File: config.mk
export PLATFORM = sky130hd
export DESIGN_NAME = mff_front
export DESIGN_NICKNAME = d
export VERILOG_FILES = /design/src/hw/rtl/assert_macros.svh /design/src/hw/rtl/mff_pkg.sv /design/src/hw/rtl/mff_front.sv
export SDC_FILE = /design/constraint.sdc
export NUM_CORES = 2
export LEC_CHECK = 0
export BUFFER_PORTS_ARGS = -buffer_cell sky130_fd_sc_hd__buf_4
export CAP_MARGIN = 30
export CORE_MARGIN = 4
export CORE_UTILIZATION = 34
export CTS_BUF_LIST = sky130_fd_sc_hd__clkbuf_2 sky130_fd_sc_hd__clkbuf_4 sky130_fd_sc_hd__clkbuf_8
export DETAILED_ROUTE_END_ITERATION = 10
export HOLD_SLACK_MARGIN = 0.05
export PLACE_DENSITY = 0.5
export SLEW_MARGIN = 20
export SYNTH_ARGS = -nofsm -noshare
export SYNTH_HDL_FRONTEND = slang
export SYNTH_SLANG_ARGS = --single-unit
File: constraint.sdc
create_clock -name clock -period 13.8 [get_ports clock]
set_input_delay 1.38 -clock clock [delete_from_list [all_inputs] [get_ports clock]]
set_output_delay 1.38 -clock clock [all_outputs]
set_load 0.1 [all_outputs]
File: src/hw/rtl/assert_macros.svh
// Assertion macros for the RTL.
// No dependencies; define ASSERT_OFF to compile the checks out.
`ifndef ASSERT_MACROS_SVH
`define ASSERT_MACROS_SVH
`ifndef ASSERT_OFF
`define ASSERT_ALWAYS(lbl, clk, rst, cond) \
   lbl: assert property (@(posedge clk) disable iff (rst) (cond)) \
      else $error("assertion failed");
`define ASSERT_NEXT(lbl, clk, rst, ante, cons) \
   lbl: assert property (@(posedge clk) disable iff (rst) (ante) |=> (cons)) \
      else $error("assertion failed");
`else
`define ASSERT_ALWAYS(lbl, clk, rst, cond)
`define ASSERT_NEXT(lbl, clk, rst, ante, cons)
`endif
`endif

File: src/hw/rtl/mff_pkg.sv
// Types, constants and helpers for the mist fog factor block.
// No dependencies; used by every module of the block.
package mff_pkg;

   localparam int FRAC_BITS = 16;
   localparam int FOG_W     = FRAC_BITS + 1;
   localparam int OUT_W     = 17;
   localparam int SR_W      = FRAC_BITS + 4;
   localparam int PROD_W    = FOG_W + OUT_W;
   localparam int HALF_F    = 1 << (FRAC_BITS - 1);

   localparam logic [FOG_W-1:0] ONE_F   = {1'b1, {FRAC_BITS{1'b0}}};
   localparam logic [OUT_W-1:0] OUT_ONE = 17'h10000;

   localparam logic [1:0] FALL_QUAD = 2'd0;
   localparam logic [1:0] FALL_LIN  = 2'd1;

   // queue between front and back
   localparam int QDEPTH = 4;
   localparam int QPTR_W = $clog2(QDEPTH);
   localparam int QCNT_W = $clog2(QDEPTH + 1);

   // back pipeline stage map
   localparam int ST_DIV_END = FRAC_BITS;
   localparam int ST_SQ0     = ST_DIV_END + 1;
   localparam int ST_SQ_END  = ST_SQ0 + FRAC_BITS;
   localparam int ST_SEL     = ST_SQ_END + 1;
   localparam int ST_HGT     = ST_SEL + 1;
   localparam int ST_VIS     = ST_HGT + 1;
   localparam int ST_LAST    = ST_VIS + 1;

   typedef enum logic [2:0] {
      REG_START,
      REG_DEPTH,
      REG_FALLOFF,
      REG_HEIGHT,
      REG_INTENSITY,
      REG_ROT,
      REG_OFFSET
   } csr_idx_type;

   typedef enum logic [1:0] {FOG_ZERO, FOG_ONE, FOG_FRAC} fog_cls_type;
   typedef enum logic [1:0] {HGT_KEEP, HGT_GONE, HGT_FADE} hgt_cls_type;

   typedef struct packed {
      logic signed [31:0] start;
      logic [30:0]        depth;
      logic [1:0]         falloff;
      logic [30:0]        height;
      logic [16:0]        intensity;
      logic [47:0]        rot;
      logic signed [31:0] offset;
   } cfg_type;

   typedef struct packed {
      fog_cls_type fcls;
      logic [30:0] dnum;
      hgt_cls_type hcls;
      logic [30:0] hrem;
   } entry_type;

   typedef struct packed {
      fog_cls_type          fcls;
      hgt_cls_type          hcls;
      logic [30:0]          drem;
      logic [FRAC_BITS-1:0] dquo;
      logic [30:0]          hrem;
      logic [FRAC_BITS-1:0] hquo;
      logic [FRAC_BITS-1:0] q;
      logic [FOG_W-1:0]     qsq;
      logic [FOG_W-1:0]     rsq;
      logic [SR_W-1:0]      srem;
      logic [FRAC_BITS-1:0] sroot;
      logic [2*FRAC_BITS-1:0] srad;
      logic [FOG_W-1:0]     fog;
      logic [PROD_W-1:0]    prod;
      logic [OUT_W-1:0]     alpha;
   } stage_type;

   // product of two fractions, rounded half up
   function automatic logic [FOG_W-1:0] fmul(input logic [FOG_W-1:0] a,
                                             input logic [FOG_W-1:0] b);
      logic [2*FOG_W-1:0] p;
      p = (2*FOG_W)'(a) * (2*FOG_W)'(b) + (2*FOG_W)'(HALF_F);
      return p[FRAC_BITS+FOG_W-1:FRAC_BITS];
   endfunction

endpackage

File: src/hw/rtl/mff_front.sv
// Front end: depth offset, height row products, classification of each request.
// Depends on mff_pkg.
module mff_front (
   input  logic              clock,
   input  logic              reset,
   input  mff_pkg::cfg_type  cfg,
   input  logic              req_push,
   output logic              req_full,
   input  logic [31:0]       pixel_depth,
   input  logic [31:0]       point_x,
   input  logic [31:0]       point_y,
   input  logic [31:0]       point_z,
   input  logic              q_full,
   output logic              push,
   output mff_pkg::entry_type push_data
);

   logic fadv;
   logic accept;
   logic f1_vld_ff, f1_vld_in;
   logic f2_vld_ff, f2_vld_in;
   logic signed [32:0] d_ff, d_in;
   logic signed [47:0] prod_ff [3];
   logic signed [47:0] prod_in [3];
   mff_pkg::entry_type ent_ff, ent_in;
   logic signed [51:0] hsum;
   logic signed [51:0] h30s;
   logic signed [51:0] hdiff;

   always_comb begin
      fadv      = !(f2_vld_ff && q_full);
      accept    = req_push && fadv;
      f1_vld_in = fadv ? accept : f1_vld_ff;
      f2_vld_in = fadv ? f1_vld_ff : f2_vld_ff;

      d_in = $signed({pixel_depth[31], pixel_depth}) - $signed({cfg.start[31], cfg.start});
      prod_in[0] = $signed(cfg.rot[15:0]) * $signed(point_x);
      prod_in[1] = $signed(cfg.rot[31:16]) * $signed(point_y);
      prod_in[2] = $signed(cfg.rot[47:32]) * $signed(point_z);

      // world height in Q.30
      hsum = $signed({{4{prod_ff[0][47]}}, prod_ff[0]})
           + $signed({{4{prod_ff[1][47]}}, prod_ff[1]})
           + $signed({{4{prod_ff[2][47]}}, prod_ff[2]})
           + $signed({{6{cfg.offset[31]}}, cfg.offset, 14'b0});
      h30s  = $signed({7'b0, cfg.height, 14'b0});
      hdiff = h30s - hsum;

      if (d_ff <= 33'sd0) begin
         ent_in.fcls = mff_pkg::FOG_ZERO;
      end else if (d_ff >= $signed({2'b00, cfg.depth})) begin
         ent_in.fcls = mff_pkg::FOG_ONE;
      end else begin
         ent_in.fcls = mff_pkg::FOG_FRAC;
      end
      ent_in.dnum = (ent_in.fcls == mff_pkg::FOG_FRAC) ? d_ff[30:0] : 31'd0;

      if (cfg.height == 31'd0) begin
         ent_in.hcls = mff_pkg::HGT_KEEP;
      end else if (hsum > h30s) begin
         ent_in.hcls = mff_pkg::HGT_GONE;
      end else if (hsum > 52'sd0) begin
         ent_in.hcls = mff_pkg::HGT_FADE;
      end else begin
         ent_in.hcls = mff_pkg::HGT_KEEP;
      end
      ent_in.hrem = (ent_in.hcls == mff_pkg::HGT_FADE) ? hdiff[44:14] : 31'd0;
   end

   always_ff @(posedge clock) begin
      if (reset) begin
         f1_vld_ff <= 1'b0;
         f2_vld_ff <= 1'b0;
      end else begin
         f1_vld_ff <= f1_vld_in;
         f2_vld_ff <= f2_vld_in;
      end
   end

   always_ff @(posedge clock) begin
      if (fadv) begin
         d_ff    <= d_in;
         prod_ff <= prod_in;
         ent_ff  <= ent_in;
      end
   end

   assign req_full  = !fadv;
   assign push      = f2_vld_ff && !q_full;
   assign push_data = ent_ff;

endmodule

==> Implementation_results.wiki <==
{| class="wikitable"
! Metric !! Value
|-
| Detailed router's first-iteration violation count || 2848
|-
| Data required time of the critical path || 14.22 ns
|-
| Clock Tree Root || sky130_fd_sc_hd__clkbuf_8
|-
| Classification of the worst-slack hold path || flip-flop to flip-flop
|-
| Maximum fanout along the worst path || 23
|-
| Post-DP Area || 0.0763 mm²
|-
| Area of the core || 0.207 mm²
|-
| Vias in the first global route || between 50000 and 60000
|-
| Total DRC errors in the routed layout || 0
|-
| Setup repair after global routing missed its margin || false
|-
| Number of enable-type register cells in the synthesized netlist || 243
|-
| Number of levels in the clock H-tree || 2
|-
| Number of nets produced by synthesis || 10100
|-
| Detailed Route WL || 203 mm
|-
| Dpl hpwl || 164 mm
|-
| Post-detailed-route wirelength per cell || 18.9 µm
|-
| Fmax || 0.117 GHz
|-
| Final count of negative-setup-slack endpoints || 0
|-
| Relative max-transition margin || 39.6%
|-
| Worst Clk Skew || 0.0541 ns
|-
| Final core occ || 37.3%
|-
| Slowest library cell on the worst path || sky130_fd_sc_hd__xnor2_1
|-
| Post-synth ARST share || 0%
|-
| Outcome || completed
|-
| Net count of the finished layout || ~10000
|-
| GR Overflow Total || 0
|-
| Buffering stage count on the worst path with inverters included || 6
|-
| Post-Synthesis Mean Instance Area || around 9.2 µm²
|-
| Most used standard cell by instance count after synthesis || sky130_fd_sc_hd__inv_1
|-
| Top cell family by delay on the critical path || compound AO/OA/AOI/OAI gates
|-
| Number of synthesis warnings || 0
|-
| Overall fraction of global-route tracks in use || between 10% and 20%
|-
| Hold violation count in the final report || 0
|-
| TritonCTS clock tree || yes
|-
| Pre-Repair DR Iteration Count || 5
|-
| Number of I/O pins || 393
|-
| Port bufs || 373
|-
| DIE AREA || 0.216 mm²
|-
| Sequential share of the synthesized area || 10.3%
|-
| Element type at the critical path start || primary input
|-
| Synthesis-to-layout area growth || 9.00%
|-
| Library cells used by synthesis || 88
|-
| Setup TNS after final layout || 0 ns
|-
| Final clock period utilization by the worst path || ~62%
|-
| Maximum buffer depth of the clock tree || 3
|-
| Synth top area cells || sky130_fd_sc_hd__fa_1 44%, sky130_fd_sc_hd__inv_1 10%, sky130_fd_sc_hd__edfxtp_1 10%
|-
| Initial standard-cell utilization of the core || roughly a third
|-
| Area share of the leading cell type in the synthesized netlist || a little over two fifths
|-
| Routed vias || 51600
|-
| Global-route wire length before repair || 321 mm
|-
| Die span in x || 465 µm
|-
| Count of antenna-violating nets left after detailed routing || 0
|-
| Clock buffers created by TritonCTS || 48
|-
| Initial antenna violation count || 13
|-
| Predominant post-synthesis flop cell || sky130_fd_sc_hd__edfxtp_1
|-
| Post-synth design cell area || 0.0710 mm²
|-
| Nature of the critical path endpoint || flip-flop
|-
| Average vias per placed instance || ~4.8
|-
| Max-slew violation total from the final report || 0
|-
| Measured slew at the worst slew-check pin || about 0.9 ns
|-
| Commonest cells in the synthesized netlist || 1950 x sky130_fd_sc_hd__inv_1, 1543 x sky130_fd_sc_hd__fa_1, 1004 x sky130_fd_sc_hd__nand2_1, 613 x sky130_fd_sc_hd__and2_1, 526 x sky130_fd_sc_hd__ha_1
|-
| Maxcap violations || 0
|-
| Clock latency reported for the late side of the worst-skew pair || 0.68 ns
|-
| Cell area after layout || roughly 0.077 mm²
|-
| Post-layout min period || 8.52 ns
|-
| Arrival time at the worst endpoint || about 8.9 ns
|-
| Layout fillers || 21300
|-
| Synth Instances || 7704
|-
| Layout cell share with drive strength beyond 1 || around 6.7%
|-
| Largest net degree at the start of global routing || 78
|-
| Y dimension of the die || 465 µm
|-
| Number of buffers added for setup after CTS || 0
|-
| Number of gates resized after cts || 0
|-
| Clock slew seen by the registers of the worst setup and hold paths || 0.08 ns
|-
| Number of buffers added to fix hold violations after cts || 0
|-
| Maximum single-stage delay on the critical path || 0.62 ns
|-
| Placer congestion estimate || 0.870
|-
| Total number of clock tree sinks || around 250
|-
| FF+latch count, synth || between 200 and 250
|-
| Cell accounting for the most synthesized area || sky130_fd_sc_hd__fa_1
|-
| Cell Rows || approximately 170
|-
| Startpoint-to-endpoint class of the critical path || primary input to flip-flop
|}
registers in the layout, summed over array words and instances (netlist names):
signal and flops:
prod_ff 144, push_data 66, d_ff 33, f1_vld_ff 1, f2_vld_ff 1
worst reg2reg max path: cells and delay by family (launching register included):
kind                     cells  cell delay, ns
buffers and inverters        4            0.63
AO/OA/AOI/OAI               13            3.22
AND/OR/NAND/NOR              5            1.12
XOR/XNOR                     1            0.66
flip-flops                   1            0.36
adder cells (fa/ha/maj)      4            1.85
cells in the final DEF, fill, tap and decap left out, types with 22 or more instances in the layout:
cell type / count
sky130_fd_sc_hd__a211oi_1: 29
sky130_fd_sc_hd__a21o_1: 129
sky130_fd_sc_hd__a21oi_1: 225
sky130_fd_sc_hd__a31oi_1: 22
sky130_fd_sc_hd__and2_1: 613
sky130_fd_sc_hd__and3_1: 31
sky130_fd_sc_hd__buf_4: 389
sky130_fd_sc_hd__clkbuf_8: 48
sky130_fd_sc_hd__edfxtp_1: 243
sky130_fd_sc_hd__fa_1: 1543
sky130_fd_sc_hd__ha_1: 526
sky130_fd_sc_hd__inv_1: 1950
sky130_fd_sc_hd__nand2_1: 1003
sky130_fd_sc_hd__nand2b_1: 79
sky130_fd_sc_hd__nand3_1: 36
sky130_fd_sc_hd__nand4_1: 44
sky130_fd_sc_hd__nor2_1: 185
sky130_fd_sc_hd__nor2b_1: 38
sky130_fd_sc_hd__nor3_1: 36
sky130_fd_sc_hd__nor4_1: 27
sky130_fd_sc_hd__o21a_1: 35
sky130_fd_sc_hd__o21ai_0: 124
sky130_fd_sc_hd__o21bai_1: 47
sky130_fd_sc_hd__xnor2_1: 171
sky130_fd_sc_hd__xor2_1: 59
metrics by stage:
| step | hold slack, ns | setup slack (ns) | cells |
|---|---|---|---|
| floorplan | 0.426 | 3.22 | 7704 |
| global placement | 0.437 | 4.48 | 10600 |
| detailed placement | 0.443 | 4.38 | 10600 |
| CTS | 0.454 | 5.10 | 10700 |
| global route | 0.471 | 4.82 | 10700 |
| finish | 0.449 | 5.28 | 10700 |
per-layer routing:
layer / part of all wire [%] / routed length [µm] / global-route usage [%]
met1: 44 / 89100 / 25.7
met2: 48 / 96300 / 31.7
met3: 5.0 / 10200 / 2.27
met4: 3.4 / 6960 / 5.64
met5: 0.026 / 53 / 0
logic make-up after synthesis:
family	Yosys count	synth area share [%]
AO/OA/AOI/OAI	762	7.14
XOR/XNOR	230	2.84
adder cells (fa/ha/maj)	2069	52.8
buffers and inverters	2233	11.9
flip-flops	245	10.3
multiplexers	3	0.0441
AND/OR/NAND/NOR	2162	15.0
path summary, 6_finish.rpt:
| check | startpoint | end | slack, ns | cells after the start |
|---|---|---|---|---|
| setup reg to reg | prod_ff[65] | push_data[26] | 5.80 | 27 |
| hold / removal | f1_vld_ff | f1_vld_ff | 0.45 | 2 |
| setup / recovery | cfg[7] | push_data[26] | 5.28 | 29 |
| hold reg to reg | f1_vld_ff | f1_vld_ff | 0.45 | 2 |
layout make-up:
cell class	count	area [µm²]	share of cell area, %
timing repair buffer	393	2990	3.87
clock inverter	27	223	0.288
clock buffer	61	758	0.980
tap	2788	3490	4.51
sequential	245	7340	9.48
multi-input combinational	5226	55200	71.4
inverter	1950	7320	9.46
antenna	10	25.0	0.0323
Power is left out: the tool's default activity adds up to more than one toggle a clock period on the data nets, which glitch-free logic cannot reach.
