[src/hw/rtl/assert_macros.svh]
// Assertion macros for the RTL.
// No dependencies; define ASSERT_OFF to compile the checks out.
`ifndef ASSERT_MACROS_SVH
`define ASSERT_MACROS_SVH
`ifndef ASSERT_OFF
`define ASSERT_ALWAYS(lbl, clk, rst, cond) \
   lbl: assert property (@(posedge clk) disable iff (rst) (cond)) \
      else $error("assertion failed");
`define ASSERT_NEXT(lbl, clk, rst, ante, cons) \
   lbl: assert property (@(posedge clk) disable iff (rst) (ante) |=> (cons)) \
      else $error("assertion failed");
`else
`define ASSERT_ALWAYS(lbl, clk, rst, cond)
`define ASSERT_NEXT(lbl, clk, rst, ante, cons)
`endif
`endif

[src/hw/rtl/mff_pkg.sv]
// Types, constants and helpers for the mist fog factor block.
// No dependencies; used by every module of the block.
package mff_pkg;

   localparam int FRAC_BITS = 16;
   localparam int FOG_W     = FRAC_BITS + 1;
   localparam int OUT_W     = 17;
   localparam int SR_W      = FRAC_BITS + 4;
   localparam int PROD_W    = FOG_W + OUT_W;
   localparam int HALF_F    = 1 << (FRAC_BITS - 1);

   localparam logic [FOG_W-1:0] ONE_F   = {1'b1, {FRAC_BITS{1'b0}}};
   localparam logic [OUT_W-1:0] OUT_ONE = 17'h10000;

   localparam logic [1:0] FALL_QUAD = 2'd0;
   localparam logic [1:0] FALL_LIN  = 2'd1;

   // queue between front and back
   localparam int QDEPTH = 4;
   localparam int QPTR_W = $clog2(QDEPTH);
   localparam int QCNT_W = $clog2(QDEPTH + 1);

   // back pipeline stage map
   localparam int ST_DIV_END = FRAC_BITS;
   localparam int ST_SQ0     = ST_DIV_END + 1;
   localparam int ST_SQ_END  = ST_SQ0 + FRAC_BITS;
   localparam int ST_SEL     = ST_SQ_END + 1;
   localparam int ST_HGT     = ST_SEL + 1;
   localparam int ST_VIS     = ST_HGT + 1;
   localparam int ST_LAST    = ST_VIS + 1;

   typedef enum logic [2:0] {
      REG_START,
      REG_DEPTH,
      REG_FALLOFF,
      REG_HEIGHT,
      REG_INTENSITY,
      REG_ROT,
      REG_OFFSET
   } csr_idx_type;

   typedef enum logic [1:0] {FOG_ZERO, FOG_ONE, FOG_FRAC} fog_cls_type;
   typedef enum logic [1:0] {HGT_KEEP, HGT_GONE, HGT_FADE} hgt_cls_type;

   typedef struct packed {
      logic signed [31:0] start;
      logic [30:0]        depth;
      logic [1:0]         falloff;
      logic [30:0]        height;
      logic [16:0]        intensity;
      logic [47:0]        rot;
      logic signed [31:0] offset;
   } cfg_type;

   typedef struct packed {
      fog_cls_type fcls;
      logic [30:0] dnum;
      hgt_cls_type hcls;
      logic [30:0] hrem;
   } entry_type;

   typedef struct packed {
      fog_cls_type          fcls;
      hgt_cls_type          hcls;
      logic [30:0]          drem;
      logic [FRAC_BITS-1:0] dquo;
      logic [30:0]          hrem;
      logic [FRAC_BITS-1:0] hquo;
      logic [FRAC_BITS-1:0] q;
      logic [FOG_W-1:0]     qsq;
      logic [FOG_W-1:0]     rsq;
      logic [SR_W-1:0]      srem;
      logic [FRAC_BITS-1:0] sroot;
      logic [2*FRAC_BITS-1:0] srad;
      logic [FOG_W-1:0]     fog;
      logic [PROD_W-1:0]    prod;
      logic [OUT_W-1:0]     alpha;
   } stage_type;

   // product of two fractions, rounded half up
   function automatic logic [FOG_W-1:0] fmul(input logic [FOG_W-1:0] a,
                                             input logic [FOG_W-1:0] b);
      logic [2*FOG_W-1:0] p;
      p = (2*FOG_W)'(a) * (2*FOG_W)'(b) + (2*FOG_W)'(HALF_F);
      return p[FRAC_BITS+FOG_W-1:FRAC_BITS];
   endfunction

endpackage

[src/hw/rtl/mff_queue.sv]
// Short queue of classified requests between front and back.
// Depends on mff_pkg and assert_macros.svh.
`include "assert_macros.svh"
module mff_queue (
   input  logic               clock,
   input  logic               reset,
   input  logic               push,
   input  mff_pkg::entry_type push_data,
   input  logic               pop,
   output mff_pkg::entry_type head,
   output logic               full,
   output logic               nonempty
);

   mff_pkg::entry_type ent_ff [mff_pkg::QDEPTH];
   logic [mff_pkg::QPTR_W-1:0] wr_ptr_ff, wr_ptr_in;
   logic [mff_pkg::QPTR_W-1:0] rd_ptr_ff, rd_ptr_in;
   logic [mff_pkg::QCNT_W-1:0] cnt_ff, cnt_in;

   always_comb begin
      wr_ptr_in = push ? wr_ptr_ff + 1'b1 : wr_ptr_ff;
      rd_ptr_in = pop ? rd_ptr_ff + 1'b1 : rd_ptr_ff;
      cnt_in    = cnt_ff;
      if (push && !pop) begin
         cnt_in = cnt_ff + 1'b1;
      end else if (pop && !push) begin
         cnt_in = cnt_ff - 1'b1;
      end
   end

   always_ff @(posedge clock) begin
      if (reset) begin
         wr_ptr_ff <= '0;
         rd_ptr_ff <= '0;
         cnt_ff    <= '0;
      end else begin
         wr_ptr_ff <= wr_ptr_in;
         rd_ptr_ff <= rd_ptr_in;
         cnt_ff    <= cnt_in;
      end
   end

   always_ff @(posedge clock) begin
      if (push) begin
         ent_ff[wr_ptr_ff] <= push_data;
      end
   end

   assign head     = ent_ff[rd_ptr_ff];
   assign full     = (cnt_ff == mff_pkg::QCNT_W'(mff_pkg::QDEPTH));
   assign nonempty = (cnt_ff != '0);

   `ASSERT_ALWAYS(a_push_not_full, clock, reset, !(push && full))
   `ASSERT_ALWAYS(a_pop_not_empty, clock, reset, !(pop && !nonempty))
   `ASSERT_ALWAYS(a_cnt_bound, clock, reset, cnt_ff <= mff_pkg::QCNT_W'(mff_pkg::QDEPTH))
   `ASSERT_NEXT(a_cnt_track, clock, reset, push && !pop, cnt_ff == $past(cnt_ff) + 1'b1)

endmodule

[config.mk]
export PLATFORM = sky130hd
export DESIGN_NAME = mff_queue
export DESIGN_NICKNAME = d
export VERILOG_FILES = /design/src/hw/rtl/mff_pkg.sv /design/src/hw/rtl/mff_queue.sv
export VERILOG_INCLUDE_DIRS = /design/src /design/src/hw/rtl
export SDC_FILE = /design/constraint.sdc
export NUM_CORES = 1
export LEC_CHECK = 0
export BUFFER_PORTS_ARGS = -buffer_cell sky130_fd_sc_hd__clkbuf_2
export CAP_MARGIN = 20
export CORE_MARGIN = 2
export CORE_UTILIZATION = 25
export DETAILED_ROUTE_END_ITERATION = 10
export GPL_TIMING_DRIVEN = 0
export SYNTH_ARGS = -nofsm -noshare
export SYNTH_HDL_FRONTEND = slang
export SYNTH_SLANG_ARGS = --single-unit
[constraint.sdc]
create_clock -name clock -period 4.2 [get_ports clock]
set_input_delay 1.26 -clock clock [delete_from_list [all_inputs] [get_ports clock]]
set_output_delay 1.26 -clock clock [all_outputs]
set_load 0.05 [all_outputs]
==> results of run 1 <==
sequential cells by signal (all words and copies together), names as in the netlist, named ones only:
| signal | count |
|---|---|
| wr_ptr_ff | 2 |
| ent_ff | 264 |
| cnt_ff | 3 |
| rd_ptr_ff | 2 |
kinds of logic after synthesis:
group,Yosys count,share of synthesized area
AO/OA/AOI/OAI,2,0.00101
AND/OR/NAND/NOR,15,0.00755
XOR/XNOR,5,0.00440
multiplexers,68,0.151
buffers and inverters,19,0.0123
flip-flops,273,0.815
adder cells (fa/ha/maj),6,0.00830
synthesized netlist by cell type:
| cell type | count |
|---|---|
| buf_4 | 2 |
| mux2i_1 | 2 |
| dfxtp_1 | 9 |
| mux4_2 | 66 |
| xnor2_1 | 2 |
| nor2_1 | 7 |
| or3_1 | 2 |
| inv_1 | 4 |
| and2_1 | 4 |
| a21oi_1 | 1 |
| clkbuf_1 | 3 |
| nand2_1 | 1 |
| edfxtp_1 | 264 |
| buf_2 | 5 |
| o21ai_0 | 1 |
| xor2_1 | 3 |
| buf_6 | 5 |
| fa_1 | 1 |
| ha_1 | 5 |
| nor3b_1 | 1 |
per-stage QoR:
step	std cells	setup WS, ns	utilization	total power [W]	area, um^2
floorplan	388	0.958	-	0.00389	9950
global placement	1049	-0.925	0.285	0.00414	11300
detailed placement	1053	1.20	0.288	0.00416	11400
CTS	1105	0.591	0.312	0.00663	12300
global route	1105	0.556	0.312	0.00677	12300
finish	1105	0.716	0.312	0.00651	12300
critical path, cell delays in order (launching register included):
cell,delay (ns)
dfxtp_1,0.33
buf_2,0.33
buf_2,0.38
mux4_2,0.37
clkbuf_2,0.26
worst max path at each step:
stage	from	depth (start not counted)	slack (ns)	end
final	flip-flop	4	0.72	head[50]
after global routing	flip-flop	4	0.56	head[50]
after CTS	flip-flop	4	0.59	head[50]
after detailed placement	flip-flop	4	1.20	head[50]
after global placement	push	2	-0.93	ent_ff[3][36]$_DFFE_PP_
after floorplan	push	1	0.96	ent_ff[0][0]$_DFFE_PP_
area by class of cell:
type	count	area, um^2
fillers	3793	27200
inverters	4	15.0
clock buffers	39	805
flip-flops and latches	273	8110
repair buffers	140	791
multi-input cells	96	1730
well taps	525	657
clock inverters	13	110
plain buffers	15	108
layer usage:
metal | part of all wire | vias up | wire length (um) | track usage
met3 | 0.059 | 32 | 1180 | 0.0259
met4 | 0.023 | 2 | 450 | 0.0302
met1 | 0.43 | 2304 | 8490 | 0.122
li1 | - | 2004 | - | -
met5 | 0.00065 | - | 13 | 0
met2 | 0.49 | 109 | 9820 | 0.163
where the power goes:
part | switching [W] | total [W] | leakage (nW) | internal, W
logic | 0.000640 | 0.000917 | 1.18 | 0.000276
clock network | 0.000980 | 0.00243 | 0.444 | 0.00145
registers | 0.0000313 | 0.00316 | 2.50 | 0.00313
total | 0.00165 | 0.00651 | 4.12 | 0.00486
==> flow_summary_export.csv, run 1 <==
group,metric,value,unit
min_path,hold-path-endpoint,"cnt_ff[2]$_SDFFE_PP0P_",
route,postRouteAntennaNets,0,
grt,grt_first_pass_wirelength,30000,um
clock_network,post_cts_resized,0,
sta,hold_slack,0.513,ns
floorplan,floorplan.core_area,39500,um^2
logic_synthesis,netlist_instances,388,
outcome,run_status,"finished clean",
critical_path,critical_path_arrival,2.22,ns
sta,finalHoldViolCount,0,
sta,slew_headroom,0.518,
floorplan,floorplan.initialDensity,0.252,
logic_synthesis,synth_seq_cells,273,
logic_synthesis,synth.cell_area,9950,um^2
grt,vias_in_the_first_global_route,4802,
power,irDropWorstVdd,322,uV
route,drt_first_iter_violations,230,
route,detailroute.via_count,4451,
critical_path,cp_max_fo,10,
logic_synthesis,synth_area_leader_cell,"edfxtp_1",
power,leakage_component_of_the_power,4.12,nW
route,total_detailed_routing_wirelength,20000,um
critical_path,startpoint_type,"flip-flop",
clock_network,cts_root_buffer,"clkbuf_16",
cells_and_area,insertedDiodeCount,0,
clock_network,clock_sinks,273,
logic_synthesis,post_synth_num_cell_types,20,
critical_path,reg2reg_depth,3,
place,place_hpwl,12200,um
logic_synthesis,synth.top_cell.area_share,0.797,
clock_network,clock_path_buffers,3,
clock_network,htreeDepth,1,
route,vias_per_cell,4.03,
critical_path,reg2reg_setup_slack,2.43,ns
sta,fin_setup_tns,0,ns
sta,timing.fmax,0.287,GHz
logic_synthesis,post_synth_main_area_contributors,"edfxtp_1, mux4_2, dfxtp_1",
place,gpl.final_weighted_congestion,0.651,
min_path,worst_hold_startpoint,"cnt_ff[2]$_SDFFE_PP0P_",
route,drt-wirelength-per-cell,18.1,um
critical_path,type_of_element_capturing_the_critical_path,"output port",
cells_and_area,mostFrequentLayoutCells,"edfxtp_1, clkbuf_2, mux4_2",
clock_network,cts.clk_slew.worst_paths,0.06,ns
grt,initial_antenna_violation_count,1,
floorplan,die_width,203,um
place,placement.io_buffers,136,
clock_network,postCtsSetupBuffers,0,
sta,measured_slew_at_the_worst_slew_check_pin,0.722,ns
sta,final_worst_clock_skew,0.0101,ns
sta,layout_min_cycle_time,3.48,ns
cells_and_area,mostFrequentLayoutCell,"edfxtp_1",
logic_synthesis,sequential_cell_area_fraction_in_the_yosys_report,0.815,
logic_synthesis,synth_nets,464,
flow_run,drv_cap,0,
cells_and_area,final_layout_size_suffix_gt1_frac,0.448,
min_path,worst_hold_path.num_cells,2,
floorplan,die-height,203,um
clock_network,cts_tree,"built",
critical_path,cp_data_required_time,2.94,ns
sta,report.final.slew_viol_count,0,
grt,grt_start_max_net_pins,51,
critical_path,setup.worst_path.class,"reg -> out",
clock_network,cts-hold-fix-buffers,0,
sta,post-route-period-util,0.830,
clock_network,number_of_buffers_created_by_cts,29,
cells_and_area,nets,635,
route,drtPass1Iterations,4,
critical_path,r2r_endpoint,"ent_ff[3][47]$_DFFE_PP_",
critical_path,worst_r2r_startpoint,"wr_ptr_ff[0]$_SDFFE_PP0P_",
sta,rsz0062_at_grt,"false",
cells_and_area,flow.area_growth_from_synthesis,23.8,%
route,drt_drc_violations_left,0,
min_path,timing.hold.worst.class,"reg -> reg",
sta,setup_viol,0,
grt,gr-total-overflow,0,
floorplan,site_rows,73,
clock_network,insertion_delay,0.54,ns
logic_synthesis,yosysWarnings,0,
floorplan,io_pins,138,
floorplan,dieArea,41400,um^2
logic_synthesis,postSynthAreaPerCell,25.6,um^2
grt,track_usage,0.0971,
power,power_per_cell_area,528,nW/um^2
(Power assumes the default switching activity.)
==> inputs of run 2 (changes only) <==
ABC_AREA = 1   (was not set)
clock period = 3.3 ns   (was 4.2 ns; I/O delays follow)
==> run 2 against run 1 <==
Compared with the run above: synthesized area is 8.9% higher; count of clock-buffer cells in the layout is 2 lower; clock skew is 0.0070 ns higher; cell count is 33% higher; design area is 9.3% higher; core utilization is 0.25 points higher; critical endpoint is now head[49]; worst setup slack worse by 0.64 ns; largest cell class unchanged; via count is 41% higher; critical path depth is 3 higher; critical path type unchanged; non-clock buffer count is 28 higher; sequential share of layout area is 5.6 points lower; routed wire length is 36% higher.
==> flow_summary_export.csv, run 2 <==
group,metric,value,unit
outcome,run_status,"finished clean",
cells_and_area,top_regs,"ent_ff: 264 flops, cnt_ff: 3 flops",
clock_network,clock_sinks,273,
logic_synthesis,sequential_cell_area_fraction_in_the_yosys_report,0.749,
floorplan,floorplan.initialDensity,0.253,
clock_network,clock_path_buffers,3,
power,irDropWorstVdd,454,uV
logic_synthesis,synth_seq_cells,273,
sta,measured_slew_at_the_worst_slew_check_pin,0.512,ns
logic_synthesis,synth-async-reset-ratio,0,
clock_network,cts-hold-fix-buffers,0,
grt,gr-total-overflow,0,
critical_path,termination_of_the_worst_setup_path,"head[49]",
critical_path,critPathMostFrequentCell,"buf_6",
floorplan,io_pins,138,
sta,post-route-worst-setup-slack,0.0745,ns
logic_synthesis,count_of_flip_flops_with_a_built_in_enable_after_synthesis,264,
route,total_detailed_routing_wirelength,27200,um
cells_and_area,mostFrequentLayoutCell,"edfxtp_1",
floorplan,floorplan.core_area,42900,um^2
flow_run,drv_cap,0,
place,placement.io_buffers,137,
sta,finalHoldViolCount,0,
route,detailroute.via_count,6255,
clock_network,number_of_buffers_created_by_cts,30,
cells_and_area,max_flop_register,"ent_ff",
cells_and_area,post-route-util,0.314,
sta,post-route-period-util,0.977,
cells_and_area,mostFrequentLayoutCells,"edfxtp_1, o21ai_0, clkbuf_2",
floorplan,die-height,212,um
logic_synthesis,synth_top_cells_by_count,"edfxtp_1, o21ai_0, nor2_1, nor2_4, o22ai_2",
critical_path,cp_slowest_stage_delay,0.40,ns
sta,final_worst_clock_skew,0.0171,ns
critical_path,r2r_endpoint,"ent_ff[0][8]$_DFFE_PP_",
place,placedCellCount,1423,
route,drt_first_iter_violations,356,
cells_and_area,insertedDiodeCount,0,
critical_path,reg2reg_depth,5,
logic_synthesis,yosysWarnings,0,
clock_network,cts_tree,"built",
grt,grt_start_max_net_pins,47,
critical_path,startpoint_type,"flip-flop",
critical_path,cp_data_required_time,2.31,ns
cells_and_area,nets,946,
place,place_hpwl,16400,um
logic_synthesis,synthFlopType,"edfxtp_1",
sta,timing.fmax,0.310,GHz
sta,setup_viol,0,
clock_network,insertion_delay,0.56,ns
logic_synthesis,synth.cell_area,10800,um^2
place,gpl.final_weighted_congestion,0.703,
logic_synthesis,netlist_instances,697,
route,routed-wl-met3,1730,um
grt,initial_antenna_violation_count,2,
critical_path,critical-path-slowest-cell,"dfxtp_4",
logic_synthesis,post_synth_num_cell_types,26,
critical_path,worst_r2r_startpoint,"wr_ptr_ff[0]$_SDFFE_PP0P_",
sta,rsz0062_at_grt,"false",
cells_and_area,max_ffs_per_register,264,
route,routedLengthMet1,11900,um
route,postRouteAntennaNets,0,
power,power_per_cell_area,626,nW/um^2
cells_and_area,final_layout_size_suffix_gt1_frac,0.359,
route,drt-wirelength-per-cell,18.5,um
floorplan,dieArea,45000,um^2
route,vias_per_cell,4.24,
clock_network,cts_root_buffer,"clkbuf_16",
min_path,timing.hold.worst.class,"reg -> reg",
critical_path,type_of_element_capturing_the_critical_path,"output port",
logic_synthesis,synth_area_leader_cell,"edfxtp_1",
route,route.top_layer_used,"met5",
route,drt_drc_violations_left,0,
cells_and_area,flow.area_growth_from_synthesis,24.4,%
route,drtPass1Iterations,4,
place,placement.setup.worst_slack,0.0601,ns
sta,report.final.slew_viol_count,0,
logic_synthesis,synth.top_cell.area_share,0.732,
clock_network,htreeDepth,1,
power,leakage_component_of_the_power,4.63,nW
route,wl_met2,13000,um
critical_path,timing.critical_path.cells,"buf_6, inv_6, buf_12, buf_6, nor2_1, o22ai_1, clkbuf_4",
sta,layout_min_cycle_time,3.23,ns
critical_path,setup.worst_path.class,"reg -> out",
logic_synthesis,synth.most_common_cell,"edfxtp_1",
grt,grt_first_pass_wirelength,38800,um
logic_synthesis,postSynthAreaPerCell,15.5,um^2
logic_synthesis,synth_nets,773,
floorplan,site_rows,76,
grt,track_usage,0.118,
sta,slew_headroom,0.659,
floorplan,die_width,212,um
critical_path,cp_max_fo,10,
cells_and_area,finalNonFillerCells,1474,
critical_path,reg2reg_setup_slack,1.57,ns
grt,vias_in_the_first_global_route,6310,
logic_synthesis,post_synth_main_area_contributors,"edfxtp_1, o21ai_0, o22ai_2",
critical_path,critical_path_arrival,2.24,ns
clock_network,cts.clk_slew.worst_paths,0.06,ns
## run 2: changes by cell type after synthesis, moves of 19 or more
cell      before  now
o21ai_0        1  123
nor2_1         7   93
mux4_2        66    0
o22ai_1        0   26
clkbuf_1       3   22
o22ai_2        0   40
nor2_4         0   40
## run 2: worst min-delay path by stage
stage / slack [ns] / startpoint / depth (start not counted) / to
5_1_grt: 0.47 / rd_ptr_ff[1]$_SDFFE_PP0P_ / 1 / rd_ptr_ff[1]$_SDFFE_PP0P_
3_5_place_dp: 0.45 / rd_ptr_ff[1]$_SDFFE_PP0P_ / 1 / rd_ptr_ff[1]$_SDFFE_PP0P_
2_1_floorplan: 0.41 / rd_ptr_ff[1]$_SDFFE_PP0P_ / 1 / flip-flop
4_1_cts: 0.45 / rd_ptr_ff[1]$_SDFFE_PP0P_ / 1 / rd_ptr_ff[1]$_SDFFE_PP0P_
6_report: 0.45 / rd_ptr_ff[1]$_SDFFE_PP0P_ / 1 / rd_ptr_ff[1]$_SDFFE_PP0P_
3_3_place_gp: 0.44 / rd_ptr_ff[1]$_SDFFE_PP0P_ / 1 / rd_ptr_ff[1]$_SDFFE_PP0P_
## run 2: final cells by class
cell class / instances / area, um^2
timing repair buffer: 141 / 901
tap: 585 / 732
fill: 4229 / 29400
buffer: 42 / 338
inverter: 17 / 78.8
multi-input combinational: 365 / 2390
sequential: 273 / 8110
clock inverter: 14 / 121
clock buffer: 37 / 798
## run 2: where the power goes
part           internal (W)  switching (W)
Clock               0.00185        0.00130
Combinational      0.000342       0.000928
Sequential          0.00396      0.0000434
## run 2: logic make-up (layout without fill, tap and decap cells)
logic type                 count (synthesis)  count (layout)  synth area share
AOI/OAI and AO/OA                        206             206             0.127
DFF                                      273             273             0.749
adders and majority gates                  6               6           0.00763
xor gates and xnor gates                   1               1          0.000809
buffers and inverters                     59             251            0.0333
and+or+nand+nor                          152             152            0.0823
## run 2: timing repair
action                                 in CTS  in global routing
buffers inserted                            0                  0
setup endpoints to repair                  66                 43
pin swaps                                   0                  1
gates cloned                                0                  0
resized for setup                          60                 36
endpoints found under the hold margin       0                  0
## run 2: metal layers
layer | track usage | vias to the layer above
li1 | - | 2962
met4 | 0.0289 | 4
met2 | 0.200 | 155
met5 | 0 | -
met3 | 0.0298 | 42
met1 | 0.152 | 3092
## run 2: stage by stage
step	setup TNS [ns]	instance area [um^2]	total power, W	hold slack (ns)
floorplan	0	10800	0.00492	0.412
global placement	-231.75	12200	0.00530	0.435
detailed placement	0	12400	0.00532	0.446
CTS	-0.000605	13400	0.00855	0.452
global route	0	13500	0.00875	0.467
finish	0	13500	0.00843	0.453
## run 2: critical path: cells and delay by family (launching register included)
kind                   cells  cell delay, ns
AOI/OAI and AO/OA          1            0.23
and+or+nand+nor            1            0.05
buffers and inverters      5            0.96
DFF                        1            0.40
